===== config.mk =====
export PLATFORM = sky130hd
export DESIGN_NAME = sprite_animation_sequencer_unit
export DESIGN_NICKNAME = d
export VERILOG_FILES = /design/src/hw/rtl/sas_pkg.sv /design/src/hw/rtl/sas_ram.sv /design/src/hw/rtl/sas_div.sv /design/src/hw/rtl/sprite_animation_sequencer_unit.sv
export SDC_FILE = /design/constraint.sdc
export NUM_CORES = 2
export LEC_CHECK = 0
export CAP_MARGIN = 20
export CELL_PAD_IN_SITES_DETAIL_PLACEMENT = 0
export CELL_PAD_IN_SITES_GLOBAL_PLACEMENT = 2
export CORE_UTILIZATION = 46
export CTS_BUF_LIST = sky130_fd_sc_hd__clkbuf_2
export DETAILED_ROUTE_END_ITERATION = 8
export DONT_BUFFER_PORTS = 1
export PLACE_DENSITY = 0.8
export SLEW_MARGIN = 15
export SYNTH_ARGS = -nofsm -noshare
export SYNTH_HDL_FRONTEND = slang
export SYNTH_HIERARCHICAL = 1
export SYNTH_SLANG_ARGS = --single-unit

===== constraint.sdc =====
create_clock -name clk -period 7.7 [get_ports clk]
set_input_delay 1.155 -clock clk [delete_from_list [all_inputs] [get_ports clk]]
set_output_delay 1.155 -clock clk [all_outputs]
set_load 0.02 [all_outputs]

===== src/hw/rtl/sas_pkg.sv =====
package sas_pkg;

    localparam int OPCODE_W   = 2;
    localparam int FRAMES_W   = 8;
    localparam int TILE_W     = 12;
    localparam int OFF_W      = 10;
    localparam int GRID_W     = 7;
    localparam int POS_W      = 12;
    localparam int DRAW_W     = 13;
    localparam int STATUS_W   = 2;
    localparam int STEP_IDX_W = 4;
    localparam int CFG_IDX_W  = 2;
    localparam int DIV_CNT_W  = 4;

    localparam logic [OPCODE_W-1:0] OP_ADD     = 2'd0;
    localparam logic [OPCODE_W-1:0] OP_PLAY    = 2'd1;
    localparam logic [OPCODE_W-1:0] OP_RESTART = 2'd2;

    localparam logic [STATUS_W-1:0] ST_OK    = 2'd0;
    localparam logic [STATUS_W-1:0] ST_FULL  = 2'd1;
    localparam logic [STATUS_W-1:0] ST_EMPTY = 2'd2;

    localparam logic [CFG_IDX_W-1:0] CFG_REPEAT   = 2'd0;
    localparam logic [CFG_IDX_W-1:0] CFG_MIRROR_H = 2'd1;
    localparam logic [CFG_IDX_W-1:0] CFG_MIRROR_V = 2'd2;

    typedef struct packed {
        logic [FRAMES_W-1:0] frames;
        logic [TILE_W-1:0]   tile;
        logic [OFF_W-1:0]    off_x;
        logic [OFF_W-1:0]    off_y;
        logic [GRID_W-1:0]   cols;
        logic [GRID_W-1:0]   rows;
    } step_t;

    localparam int STEP_W = $bits(step_t);

    typedef struct packed {
        logic              start;
        logic [TILE_W-1:0] dividend;
        logic [GRID_W-1:0] divisor;
    } div_req_t;

    typedef struct packed {
        logic              done;
        logic [TILE_W-1:0] quotient;
        logic [GRID_W-1:0] remainder;
    } div_resp_t;

    typedef enum logic [2:0] {
        S_IDLE,
        S_READ,
        S_DIV,
        S_MUL,
        S_UPD,
        S_CHK,
        S_EMIT
    } state_t;

endpackage


===== src/hw/rtl/sas_ram.sv =====
module sas_ram #(
    parameter int WIDTH = 8,
    parameter int DEPTH = 16
) (
    input  logic                                  clk,
    input  logic                                  we,
    input  logic [(DEPTH > 1 ? $clog2(DEPTH) : 1)-1:0] waddr,
    input  logic [WIDTH-1:0]                      wdata,
    input  logic                                  re,
    input  logic [(DEPTH > 1 ? $clog2(DEPTH) : 1)-1:0] raddr,
    output logic [WIDTH-1:0]                      rdata
);

    logic [WIDTH-1:0] mem [DEPTH];
    logic [WIDTH-1:0] rdata_reg;

    always_ff @(posedge clk)
    begin
        if (we)
        begin
            mem[waddr] <= wdata;
        end
        if (re)
        begin
            rdata_reg <= mem[raddr];
        end
    end

    assign rdata = rdata_reg;

endmodule


===== src/hw/rtl/sas_div.sv =====
module sas_div (
    input  logic                 clk,
    input  logic                 rst_n,
    input  sas_pkg::div_req_t    req,
    output sas_pkg::div_resp_t   resp
);

    logic                                busy_reg, busy_next;
    logic                                done_reg, done_next;
    logic [sas_pkg::DIV_CNT_W-1:0]       cnt_reg, cnt_next;
    logic [sas_pkg::TILE_W-1:0]          quo_reg, quo_next;
    logic [sas_pkg::GRID_W-1:0]          rem_reg, rem_next;
    logic [sas_pkg::GRID_W-1:0]          dvs_reg, dvs_next;
    logic [sas_pkg::GRID_W:0]            trial;
    logic [sas_pkg::GRID_W:0]            diff;
    logic                                fits;

    // One quotient bit per cycle, restoring form.
    assign trial = {rem_reg, quo_reg[sas_pkg::TILE_W-1]};
    assign fits  = (trial >= {1'b0, dvs_reg});
    assign diff  = trial - {1'b0, dvs_reg};

    always_comb
    begin
        busy_next = busy_reg;
        done_next = 1'b0;
        cnt_next  = cnt_reg;
        quo_next  = quo_reg;
        rem_next  = rem_reg;
        dvs_next  = dvs_reg;
        if (req.start)
        begin
            busy_next = 1'b1;
            cnt_next  = sas_pkg::DIV_CNT_W'(sas_pkg::TILE_W - 1);
            quo_next  = req.dividend;
            rem_next  = '0;
            dvs_next  = req.divisor;
        end
        else if (busy_reg)
        begin
            quo_next = {quo_reg[sas_pkg::TILE_W-2:0], fits};
            rem_next = fits ? diff[sas_pkg::GRID_W-1:0] : trial[sas_pkg::GRID_W-1:0];
            if (cnt_reg == '0)
            begin
                busy_next = 1'b0;
                done_next = 1'b1;
            end
            else
            begin
                cnt_next = cnt_reg - 1'b1;
            end
        end
    end

    always_ff @(posedge clk or negedge rst_n)
    begin
        if (!rst_n)
        begin
            busy_reg <= 1'b0;
            done_reg <= 1'b0;
            cnt_reg  <= '0;
        end
        else
        begin
            busy_reg <= busy_next;
            done_reg <= done_next;
            cnt_reg  <= cnt_next;
        end
    end

    always_ff @(posedge clk)
    begin
        quo_reg <= quo_next;
        rem_reg <= rem_next;
        dvs_reg <= dvs_next;
    end

    assign resp.done      = done_reg;
    assign resp.quotient  = quo_reg;
    assign resp.remainder = rem_reg;

endmodule


===== src/hw/rtl/sprite_animation_sequencer_unit.sv =====
// Add, restart and unused items go from idle straight to the emit state, which registers the
// result to the outputs once the output is free; a new item is taken only back in idle.
// Play without mirroring: the read, update, check and emit states follow in turn.
// Play with mirroring: read, divide (until the serial divide is done), multiply, update, check, emit.
// Reset clears the step count, current step and frame counter; repeat mode resets to 1, mirrors to 0.
// The step memory is not cleared; only entries below the step count are ever read.
module sprite_animation_sequencer_unit #(
    parameter int MAX_STEPS = 16
) (
    input  logic                                clk,
    input  logic                                rst_n,
    input  logic                                in_valid,
    output logic                                in_stall,
    input  logic [sas_pkg::OPCODE_W-1:0]        opcode,
    input  logic [sas_pkg::FRAMES_W-1:0]        step_frames,
    input  logic [sas_pkg::TILE_W-1:0]          step_tile,
    input  logic signed [sas_pkg::OFF_W-1:0]    step_off_x,
    input  logic signed [sas_pkg::OFF_W-1:0]    step_off_y,
    input  logic [sas_pkg::GRID_W-1:0]          grid_cols,
    input  logic [sas_pkg::GRID_W-1:0]          grid_rows,
    input  logic signed [sas_pkg::POS_W-1:0]    pos_x,
    input  logic signed [sas_pkg::POS_W-1:0]    pos_y,
    output logic                                out_valid,
    input  logic                                out_stall,
    output logic [sas_pkg::STATUS_W-1:0]        status,
    output logic [sas_pkg::TILE_W-1:0]          tile_index,
    output logic signed [sas_pkg::DRAW_W-1:0]   draw_x,
    output logic signed [sas_pkg::DRAW_W-1:0]   draw_y,
    output logic                                draw_flip_h,
    output logic                                draw_flip_v,
    output logic [sas_pkg::STEP_IDX_W-1:0]      step_index,
    output logic                                sequence_done,
    input  logic                                cfg_we,
    input  logic [sas_pkg::CFG_IDX_W-1:0]       cfg_index,
    input  logic                                cfg_data
);

    localparam int IDX_W = (MAX_STEPS > 1) ? $clog2(MAX_STEPS) : 1;
    localparam int CNT_W = $clog2(MAX_STEPS + 1);

    sas_pkg::state_t                   state_reg, state_next;
    logic [CNT_W-1:0]                  count_reg, count_next;
    logic [IDX_W-1:0]                  cur_reg, cur_next;
    logic [sas_pkg::FRAMES_W-1:0]      frame_reg, frame_next;
    logic                              repeat_reg, repeat_next;
    logic                              mirror_h_reg, mirror_h_next;
    logic                              mirror_v_reg, mirror_v_next;
    logic                              out_valid_reg, out_valid_next;

    sas_pkg::step_t                    ent_reg, ent_next;
    logic [sas_pkg::POS_W-1:0]         pos_x_reg, pos_x_next;
    logic [sas_pkg::POS_W-1:0]         pos_y_reg, pos_y_next;
    logic [sas_pkg::GRID_W-1:0]        ix_reg, ix_next;
    logic [sas_pkg::TILE_W-1:0]        iy_reg, iy_next;
    logic [sas_pkg::TILE_W-1:0]        tile_reg, tile_next;
    logic [sas_pkg::STATUS_W-1:0]      res_status_reg, res_status_next;
    logic                              res_play_reg, res_play_next;
    logic [sas_pkg::DRAW_W-1:0]        res_dx_reg, res_dx_next;
    logic [sas_pkg::DRAW_W-1:0]        res_dy_reg, res_dy_next;
    logic                              res_done_reg, res_done_next;

    logic [sas_pkg::STATUS_W-1:0]      out_status_reg, out_status_next;
    logic [sas_pkg::TILE_W-1:0]        out_tile_reg, out_tile_next;
    logic [sas_pkg::DRAW_W-1:0]        out_dx_reg, out_dx_next;
    logic [sas_pkg::DRAW_W-1:0]        out_dy_reg, out_dy_next;
    logic                              out_fh_reg, out_fh_next;
    logic                              out_fv_reg, out_fv_next;
    logic [sas_pkg::STEP_IDX_W-1:0]    out_idx_reg, out_idx_next;
    logic                              out_done_reg, out_done_next;

    logic                              in_xfer;
    logic                              out_free;
    logic                              table_full;
    logic                              mirror_any;

    logic                              ram_we;
    logic [IDX_W-1:0]                  ram_waddr;
    sas_pkg::step_t                    ram_wstep;
    logic                              ram_re;
    logic [IDX_W-1:0]                  ram_raddr;
    logic [sas_pkg::STEP_W-1:0]        ram_rdata;
    sas_pkg::step_t                    rd_step;

    sas_pkg::div_req_t                 div_req;
    sas_pkg::div_resp_t                div_resp;

    logic [sas_pkg::GRID_W-1:0]        cx;
    logic [sas_pkg::GRID_W-1:0]        rd_cx;
    logic [sas_pkg::TILE_W-1:0]        mul_lo;
    logic [sas_pkg::DRAW_W-1:0]        offx_ext;
    logic [sas_pkg::DRAW_W-1:0]        offy_ext;

    logic [CNT_W-1:0]                  step_inc;
    logic                              last_step;
    logic [sas_pkg::FRAMES_W:0]        frame_inc;
    logic [sas_pkg::FRAMES_W-1:0]      len_cur;
    logic [sas_pkg::FRAMES_W-1:0]      len_new;
    logic                              end_now;
    logic                              advance;
    logic                              frame_wrap;
    logic [IDX_W-1:0]                  upd_step;
    logic [sas_pkg::FRAMES_W-1:0]      upd_frame;

    assign in_xfer    = in_valid && !in_stall;
    assign out_free   = !out_valid_reg || !out_stall;
    assign table_full = (count_reg >= CNT_W'(MAX_STEPS));
    assign mirror_any = mirror_h_reg || mirror_v_reg;
    assign rd_step    = sas_pkg::step_t'(ram_rdata);

    assign ram_we          = in_xfer && (opcode == sas_pkg::OP_ADD) && !table_full;
    assign ram_waddr       = count_reg[IDX_W-1:0];
    assign ram_wstep.frames = step_frames;
    assign ram_wstep.tile   = step_tile;
    assign ram_wstep.off_x  = step_off_x;
    assign ram_wstep.off_y  = step_off_y;
    assign ram_wstep.cols   = grid_cols;
    assign ram_wstep.rows   = grid_rows;

    sas_ram #(
        .WIDTH (sas_pkg::STEP_W),
        .DEPTH (MAX_STEPS)
    ) u_step_ram (
        .clk   (clk),
        .we    (ram_we),
        .waddr (ram_waddr),
        .wdata (ram_wstep),
        .re    (ram_re),
        .raddr (ram_raddr),
        .rdata (ram_rdata)
    );

    sas_div u_div (
        .clk   (clk),
        .rst_n (rst_n),
        .req   (div_req),
        .resp  (div_resp)
    );

    // A grid with zero columns mirrors as a single column.
    assign cx    = (ent_reg.cols == '0) ? sas_pkg::GRID_W'(1) : ent_reg.cols;
    assign rd_cx = (rd_step.cols == '0) ? sas_pkg::GRID_W'(1) : rd_step.cols;
    assign mul_lo = iy_reg * sas_pkg::TILE_W'(cx);

    assign offx_ext = {{(sas_pkg::DRAW_W - sas_pkg::OFF_W){ent_reg.off_x[sas_pkg::OFF_W-1]}},
                       ent_reg.off_x};
    assign offy_ext = {{(sas_pkg::DRAW_W - sas_pkg::OFF_W){ent_reg.off_y[sas_pkg::OFF_W-1]}},
                       ent_reg.off_y};

    // A step of zero frames lasts one frame for the end test.
    assign len_cur   = (ent_reg.frames == '0) ? sas_pkg::FRAMES_W'(1) : ent_reg.frames;
    assign len_new   = (rd_step.frames == '0) ? sas_pkg::FRAMES_W'(1) : rd_step.frames;
    assign step_inc  = CNT_W'(cur_reg) + CNT_W'(1);
    assign last_step = (step_inc >= count_reg);
    assign frame_inc = {1'b0, frame_reg} + (sas_pkg::FRAMES_W + 1)'(1);
    assign end_now   = last_step && (frame_inc >= {1'b0, len_cur});
    assign advance   = repeat_reg || !end_now;
    assign frame_wrap = (frame_inc >= {1'b0, ent_reg.frames});

    always_comb
    begin
        upd_step  = cur_reg;
        upd_frame = frame_reg;
        if (advance)
        begin
            if (frame_wrap)
            begin
                upd_frame = '0;
                upd_step  = last_step ? '0 : step_inc[IDX_W-1:0];
            end
            else
            begin
                upd_frame = frame_inc[sas_pkg::FRAMES_W-1:0];
            end
        end
    end

    always_comb
    begin
        state_next = state_reg;
        case (state_reg)
            sas_pkg::S_IDLE:
            begin
                if (in_xfer)
                begin
                    if ((opcode == sas_pkg::OP_PLAY) && (count_reg != '0))
                    begin
                        state_next = sas_pkg::S_READ;
                    end
                    else
                    begin
                        state_next = sas_pkg::S_EMIT;
                    end
                end
            end
            sas_pkg::S_READ:
            begin
                state_next = mirror_any ? sas_pkg::S_DIV : sas_pkg::S_UPD;
            end
            sas_pkg::S_DIV:
            begin
                if (div_resp.done)
                begin
                    state_next = sas_pkg::S_MUL;
                end
            end
            sas_pkg::S_MUL:
            begin
                state_next = sas_pkg::S_UPD;
            end
            sas_pkg::S_UPD:
            begin
                state_next = sas_pkg::S_CHK;
            end
            sas_pkg::S_CHK:
            begin
                state_next = sas_pkg::S_EMIT;
            end
            sas_pkg::S_EMIT:
            begin
                if (out_free)
                begin
                    state_next = sas_pkg::S_IDLE;
                end
            end
            default:
            begin
                state_next = sas_pkg::S_IDLE;
            end
        endcase
    end

    always_comb
    begin
        in_stall         = 1'b1;
        ram_re           = 1'b0;
        ram_raddr        = cur_reg;
        div_req.start    = 1'b0;
        div_req.dividend = rd_step.tile;
        div_req.divisor  = rd_cx;
        case (state_reg)
            sas_pkg::S_IDLE:
            begin
                in_stall = 1'b0;
                ram_re   = in_valid && (opcode == sas_pkg::OP_PLAY) && (count_reg != '0);
            end
            sas_pkg::S_READ:
            begin
                div_req.start = mirror_any;
            end
            sas_pkg::S_UPD:
            begin
                ram_re    = 1'b1;
                ram_raddr = upd_step;
            end
            default:
            begin
                in_stall = 1'b1;
            end
        endcase
    end

    always_comb
    begin
        count_next      = count_reg;
        cur_next        = cur_reg;
        frame_next      = frame_reg;
        repeat_next     = repeat_reg;
        mirror_h_next   = mirror_h_reg;
        mirror_v_next   = mirror_v_reg;
        out_valid_next  = out_valid_reg && out_stall;
        ent_next        = ent_reg;
        pos_x_next      = pos_x_reg;
        pos_y_next      = pos_y_reg;
        ix_next         = ix_reg;
        iy_next         = iy_reg;
        tile_next       = tile_reg;
        res_status_next = res_status_reg;
        res_play_next   = res_play_reg;
        res_dx_next     = res_dx_reg;
        res_dy_next     = res_dy_reg;
        res_done_next   = res_done_reg;
        out_status_next = out_status_reg;
        out_tile_next   = out_tile_reg;
        out_dx_next     = out_dx_reg;
        out_dy_next     = out_dy_reg;
        out_fh_next     = out_fh_reg;
        out_fv_next     = out_fv_reg;
        out_idx_next    = out_idx_reg;
        out_done_next   = out_done_reg;

        if (cfg_we)
        begin
            case (cfg_index)
                sas_pkg::CFG_REPEAT:   repeat_next   = cfg_data;
                sas_pkg::CFG_MIRROR_H: mirror_h_next = cfg_data;
                sas_pkg::CFG_MIRROR_V: mirror_v_next = cfg_data;
                default:               repeat_next   = repeat_reg;
            endcase
        end

        case (state_reg)
            sas_pkg::S_IDLE:
            begin
                if (in_xfer)
                begin
                    res_status_next = sas_pkg::ST_OK;
                    res_play_next   = 1'b0;
                    res_dx_next     = '0;
                    res_dy_next     = '0;
                    res_done_next   = 1'b0;
                    pos_x_next      = pos_x;
                    pos_y_next      = pos_y;
                    case (opcode)
                        sas_pkg::OP_ADD:
                        begin
                            if (table_full)
                            begin
                                res_status_next = sas_pkg::ST_FULL;
                            end
                            else
                            begin
                                count_next = count_reg + CNT_W'(1);
                            end
                        end
                        sas_pkg::OP_PLAY:
                        begin
                            if (count_reg == '0)
                            begin
                                res_status_next = sas_pkg::ST_EMPTY;
                            end
                            else
                            begin
                                res_play_next = 1'b1;
                            end
                        end
                        sas_pkg::OP_RESTART:
                        begin
                            cur_next   = '0;
                            frame_next = '0;
                        end
                        default:
                        begin
                            res_status_next = sas_pkg::ST_OK;
                        end
                    endcase
                end
            end
            sas_pkg::S_READ:
            begin
                ent_next  = rd_step;
                tile_next = rd_step.tile;
            end
            sas_pkg::S_DIV:
            begin
                if (div_resp.done)
                begin
                    ix_next = mirror_h_reg ? (cx - div_resp.remainder - sas_pkg::GRID_W'(1))
                                           : div_resp.remainder;
                    iy_next = mirror_v_reg ? (sas_pkg::TILE_W'(ent_reg.rows) - div_resp.quotient
                                              - sas_pkg::TILE_W'(1))
                                           : div_resp.quotient;
                end
            end
            sas_pkg::S_MUL:
            begin
                tile_next = mul_lo + sas_pkg::TILE_W'(ix_reg);
            end
            sas_pkg::S_UPD:
            begin
                res_dx_next = {pos_x_reg[sas_pkg::POS_W-1], pos_x_reg}
                              + (mirror_h_reg ? (-offx_ext) : offx_ext);
                res_dy_next = {pos_y_reg[sas_pkg::POS_W-1], pos_y_reg}
                              + (mirror_v_reg ? (-offy_ext) : offy_ext);
                cur_next    = upd_step;
                frame_next  = upd_frame;
            end
            sas_pkg::S_CHK:
            begin
                res_done_next = last_step && (frame_inc >= {1'b0, len_new});
            end
            sas_pkg::S_EMIT:
            begin
                if (out_free)
                begin
                    out_valid_next  = 1'b1;
                    out_status_next = res_status_reg;
                    out_tile_next   = res_play_reg ? tile_reg : '0;
                    out_dx_next     = res_dx_reg;
                    out_dy_next     = res_dy_reg;
                    out_fh_next     = res_play_reg && mirror_h_reg;
                    out_fv_next     = res_play_reg && mirror_v_reg;
                    out_idx_next    = sas_pkg::STEP_IDX_W'(cur_reg);
                    out_done_next   = res_done_reg;
                end
            end
            default:
            begin
                out_done_next = out_done_reg;
            end
        endcase
    end

    always_ff @(posedge clk or negedge rst_n)
    begin
        if (!rst_n)
        begin
            state_reg     <= sas_pkg::S_IDLE;
            count_reg     <= '0;
            cur_reg       <= '0;
            frame_reg     <= '0;
            repeat_reg    <= 1'b1;
            mirror_h_reg  <= 1'b0;
            mirror_v_reg  <= 1'b0;
            out_valid_reg <= 1'b0;
        end
        else
        begin
            state_reg     <= state_next;
            count_reg     <= count_next;
            cur_reg       <= cur_next;
            frame_reg     <= frame_next;
            repeat_reg    <= repeat_next;
            mirror_h_reg  <= mirror_h_next;
            mirror_v_reg  <= mirror_v_next;
            out_valid_reg <= out_valid_next;
        end
    end

    always_ff @(posedge clk)
    begin
        ent_reg        <= ent_next;
        pos_x_reg      <= pos_x_next;
        pos_y_reg      <= pos_y_next;
        ix_reg         <= ix_next;
        iy_reg         <= iy_next;
        tile_reg       <= tile_next;
        res_status_reg <= res_status_next;
        res_play_reg   <= res_play_next;
        res_dx_reg     <= res_dx_next;
        res_dy_reg     <= res_dy_next;
        res_done_reg   <= res_done_next;
        out_status_reg <= out_status_next;
        out_tile_reg   <= out_tile_next;
        out_dx_reg     <= out_dx_next;
        out_dy_reg     <= out_dy_next;
        out_fh_reg     <= out_fh_next;
        out_fv_reg     <= out_fv_next;
        out_idx_reg    <= out_idx_next;
        out_done_reg   <= out_done_next;
    end

    assign out_valid     = out_valid_reg;
    assign status        = out_status_reg;
    assign tile_index    = out_tile_reg;
    assign draw_x        = out_dx_reg;
    assign draw_y        = out_dy_reg;
    assign draw_flip_h   = out_fh_reg;
    assign draw_flip_v   = out_fv_reg;
    assign step_index    = out_idx_reg;
    assign sequence_done = out_done_reg;

    a_count_bound: assert property (@(posedge clk) disable iff (!rst_n)
        count_reg <= CNT_W'(MAX_STEPS))
        else $error("step count exceeds table depth");

    a_step_in_table: assert property (@(posedge clk) disable iff (!rst_n)
        (count_reg == '0) || (CNT_W'(cur_reg) < count_reg))
        else $error("current step lies outside the filled table");

    a_div_in_state: assert property (@(posedge clk) disable iff (!rst_n)
        div_resp.done |-> (state_reg == sas_pkg::S_DIV))
        else $error("divider finished outside its wait state");

    a_emit_stage: assert property (@(posedge clk) disable iff (!rst_n)
        (state_reg == sas_pkg::S_EMIT) && out_free |=> out_valid_reg)
        else $error("result lost at emit");

endmodule

==> flow_summary.yaml <==
cts:
  clock_latency_ns: 1.54
  clk_path_buf_depth: 4
  h-tree-depth: 5
  cts_root_buf: "clkbuf_2"
  cts_sinks: 1148
  ctsResizeCount: 0
  cts_tree: "yes"
  numCtsBuffers: 301
  clk_pin_slew_worst_paths_ns: 0.09
placement:
  port_buffers: 0
  place_congestion: 0.8199
  dp.final_hpwl_um: 63100
sta:
  hold_violations: 0
  report.final.setup_viol: 0
  fin_tns_setup_ns: 0
  rsz0062_at_grt: "no"
  drv_slew: 0
  min_period_ns: 5.431
  fin_crit_sh: 0.7054
  slew_headroom: 0.1828
  clock_skew_ns: 0.2225
  worst_pin_slew_ns: 1.223
  fmax_ghz: 0.1841
critical_path:
  worstSetupPathType: "reg2reg"
  required_ns: 8.79
  crit_top_cell: "ha_1"
  cp-end-kind: "flip-flop"
  crit_path_max_fanout: 41
  critPathMaxStageDelay_ns: 0.72
  cp_slowest_cell: "a21o_4"
  critPathLaunchType: "flip-flop"
  crit_chain: "ha_1 -> nand3_1 -> or2_2 -> xnor2_1 -> ha_1 -> a21o_1 -> a211o_1 -> a21oi_1 -> or3_1 -> a21o_4 -> buf_4 -> mux4_2 -> a22oi_1 -> nand2_1"
  cp.arrival_ns: 6.53
floorplan:
  ioPinCount: 137
  core_region_area_um2: 102300
  start_util: 0.4666
  die_h_um: 324.2
  die_w_um: 324.2
  die_area_um2: 105100
  rows: 117
global_routing:
  globalRouteTotalUtil: 0.2126
  overflow: 0
  antenna_found_initial: 24
  grt_pass1_wl_um: 162100
  grt_pass1_vias: 26590
  grt_max_degree: 110
drt:
  dr_total_vias: 25090
  drc: 0
  wl_per_cell_um: 24.29
  drt-total-wl_um: 109100
  drtPass1Iterations: 5
  drt-initial-drc-count: 2019
  via_per_inst: 5.585
  ant_nets: 0
synth:
  synth_most_common_cell: "edfxtp_1"
  synthTopCellsByArea: "edfxtp_1 (70%), mux4_2 (10%), ha_1 (2.8%), fa_1 (1.8%), a22oi_1 (1.7%)"
  post-synth-top-area-cell: "edfxtp_1"
  synthArstFlopShare: 0.02613
  syn_area_um2: 47750
  synthesis.nets: 2830
  synth.distinct_cells: 76
  yosys_warnings: 6
  synth-seq-cells: 1148
  ys_seq_area_frac: 0.7174
  synthTopCellsByCount: "edfxtp_1 (1111), mux4_2 (216), nand2_1 (155)"
  synth_top_area_share: 0.6987
  ys.flop_type: "edfxtp_1"
  synth_edf_count: 1111
  syn_avg_cell_area_um2: 18.41
  postSynthCellCount: 2593
cells_and_area:
  fin_nets: 3164
  largest_reg_flops: 864
  post-route-util: 0.5193
  syn2layout_area_growth_pct: 11.28
  seqCellArea_um2: 34250
  drive_gt1_frac: 0.2460
  multi_input_area_um2: 12640
  nFillCells: 8237
run:
  max_cap_viol_count: 0
pwr:
  power.density_nw_per_um2: 289.1
  p_leak_nw: 18.20
  vdd_drop_max_mv: 0.1917
run_status:
  status: "finished clean"
min_path:
  hp-class: "in2async"
==> worst max-delay path, delay by kind of cell, from the launching register on <==
family	cells	cell delay, ns
xor gates and xnor gates	1	0.29
DFF	1	0.46
muxes	1	0.57
and+or+nand+nor	4	0.94
adders and majority gates	2	0.58
buffers and inverters	1	0.53
AOI/OAI and AO/OA	5	1.76
==> layout make-up <==
class	instances	area share
flip-flops and latches	1148	0.6446
well taps	1368	0.03221
diodes	6	0.0002826
repair buffers	142	0.02736
clock buffers	402	0.03786
inverters	124	0.008760
multi-input cells	1210	0.2379
clock inverters	92	0.01095
==> final timing paths <==
path / slack, ns / endpoint / cells past startpoint / start
max in group asynchronous: 7.19 / repeat_reg / 2 / rst_n
min: 0.21 / u_div/cnt_reg[2] / 2 / rst_n
max reg2reg: 2.27 / u_step_ram/rdata[39] / 14 / frame_reg[0]
min in group clk: 0.27 / state_reg[2] / 6 / in_valid
max: 2.27 / u_step_ram/rdata[39] / 14 / frame_reg[0]
min reg2reg: 0.39 / draw_y[3] / 0 / res_dy_reg[3]
==> cell usage in the layout (no fill, tap or decap), types with 13 or more instances in the layout <==
master,netlist,routed
mux4_2,216,216
dlygate4sd3_1,0,90
buf_4,5,39
mux2_2,19,19
inv_1,124,124
ha_1,106,106
dfrtp_1,29,29
fa_1,43,43
and2_1,43,42
a22oi_1,108,108
nand2b_1,27,27
nand2_1,155,155
nor2b_1,25,23
nor2_1,79,64
edfxtp_1,1111,1111
nor2_4,0,14
clkinv_2,0,14
buf_12,0,13
o31ai_1,15,15
a21o_1,34,33
xor2_1,29,29
xnor2_1,57,57
o21ai_0,44,44
nor3_1,22,15
a21oi_1,30,29
clkbuf_2,0,402
clkinv_1,0,65
==> repair_timing <==
| item | CTS | global route |
|---|---|---|
| endpoints found under the hold margin | 933 | 0 |
| hold buffers | 91 | 0 |
| setup buffers | 0 | 0 |
==> layer usage <==
layer  wire length, um  up-vias  GRT usage
li1                  -    11070          -
met1             44620    12820     0.2780
met2             53280     1014     0.3462
met3              9172      160    0.05790
met4              1866       24    0.06719
met5               155        -          0
==> kinds of logic (layout without fill, tap and decap cells) <==
kind of cell	count (synthesis)	after routing	synth area share
flops	1148	1148	0.7174
simple gates	425	425	0.04473
compound gates	310	310	0.04672
mux	238	238	0.1070
buf+inv	235	760	0.02193
fa+ha+maj	149	149	0.04580
xor+xnor	88	88	0.01646
other cells	0	6	0
==> per-stage QoR <==
stage | power [mW] | worst slack, ns | area (um2) | hold slack (ns) | instances
6_report | 15.36 | 2.269 | 53140 | 0.2133 | 4492
5_1_grt | 16.29 | 1.801 | 53130 | 0.05978 | 4490
4_1_cts | 15.58 | 2.169 | 53120 | 0.01159 | 4486
3_5_place_dp | 11.44 | 2.174 | 49610 | 0.4045 | 3901
3_3_place_gp | 11.36 | 2.309 | 49570 | 0.4058 | 3899
2_1_floorplan | 10.48 | 0.08775 | 47750 | 0.4003 | 2593
==> report_power, final <==
group / switching [mW] / internal, mW
Clock: 2.35 / 1.68
Sequential: 0.533 / 7.55
Combinational: 1.84 / 1.41
Total: 4.72 / 10.6
No activity file was read; power rests on OpenSTA's default activity.
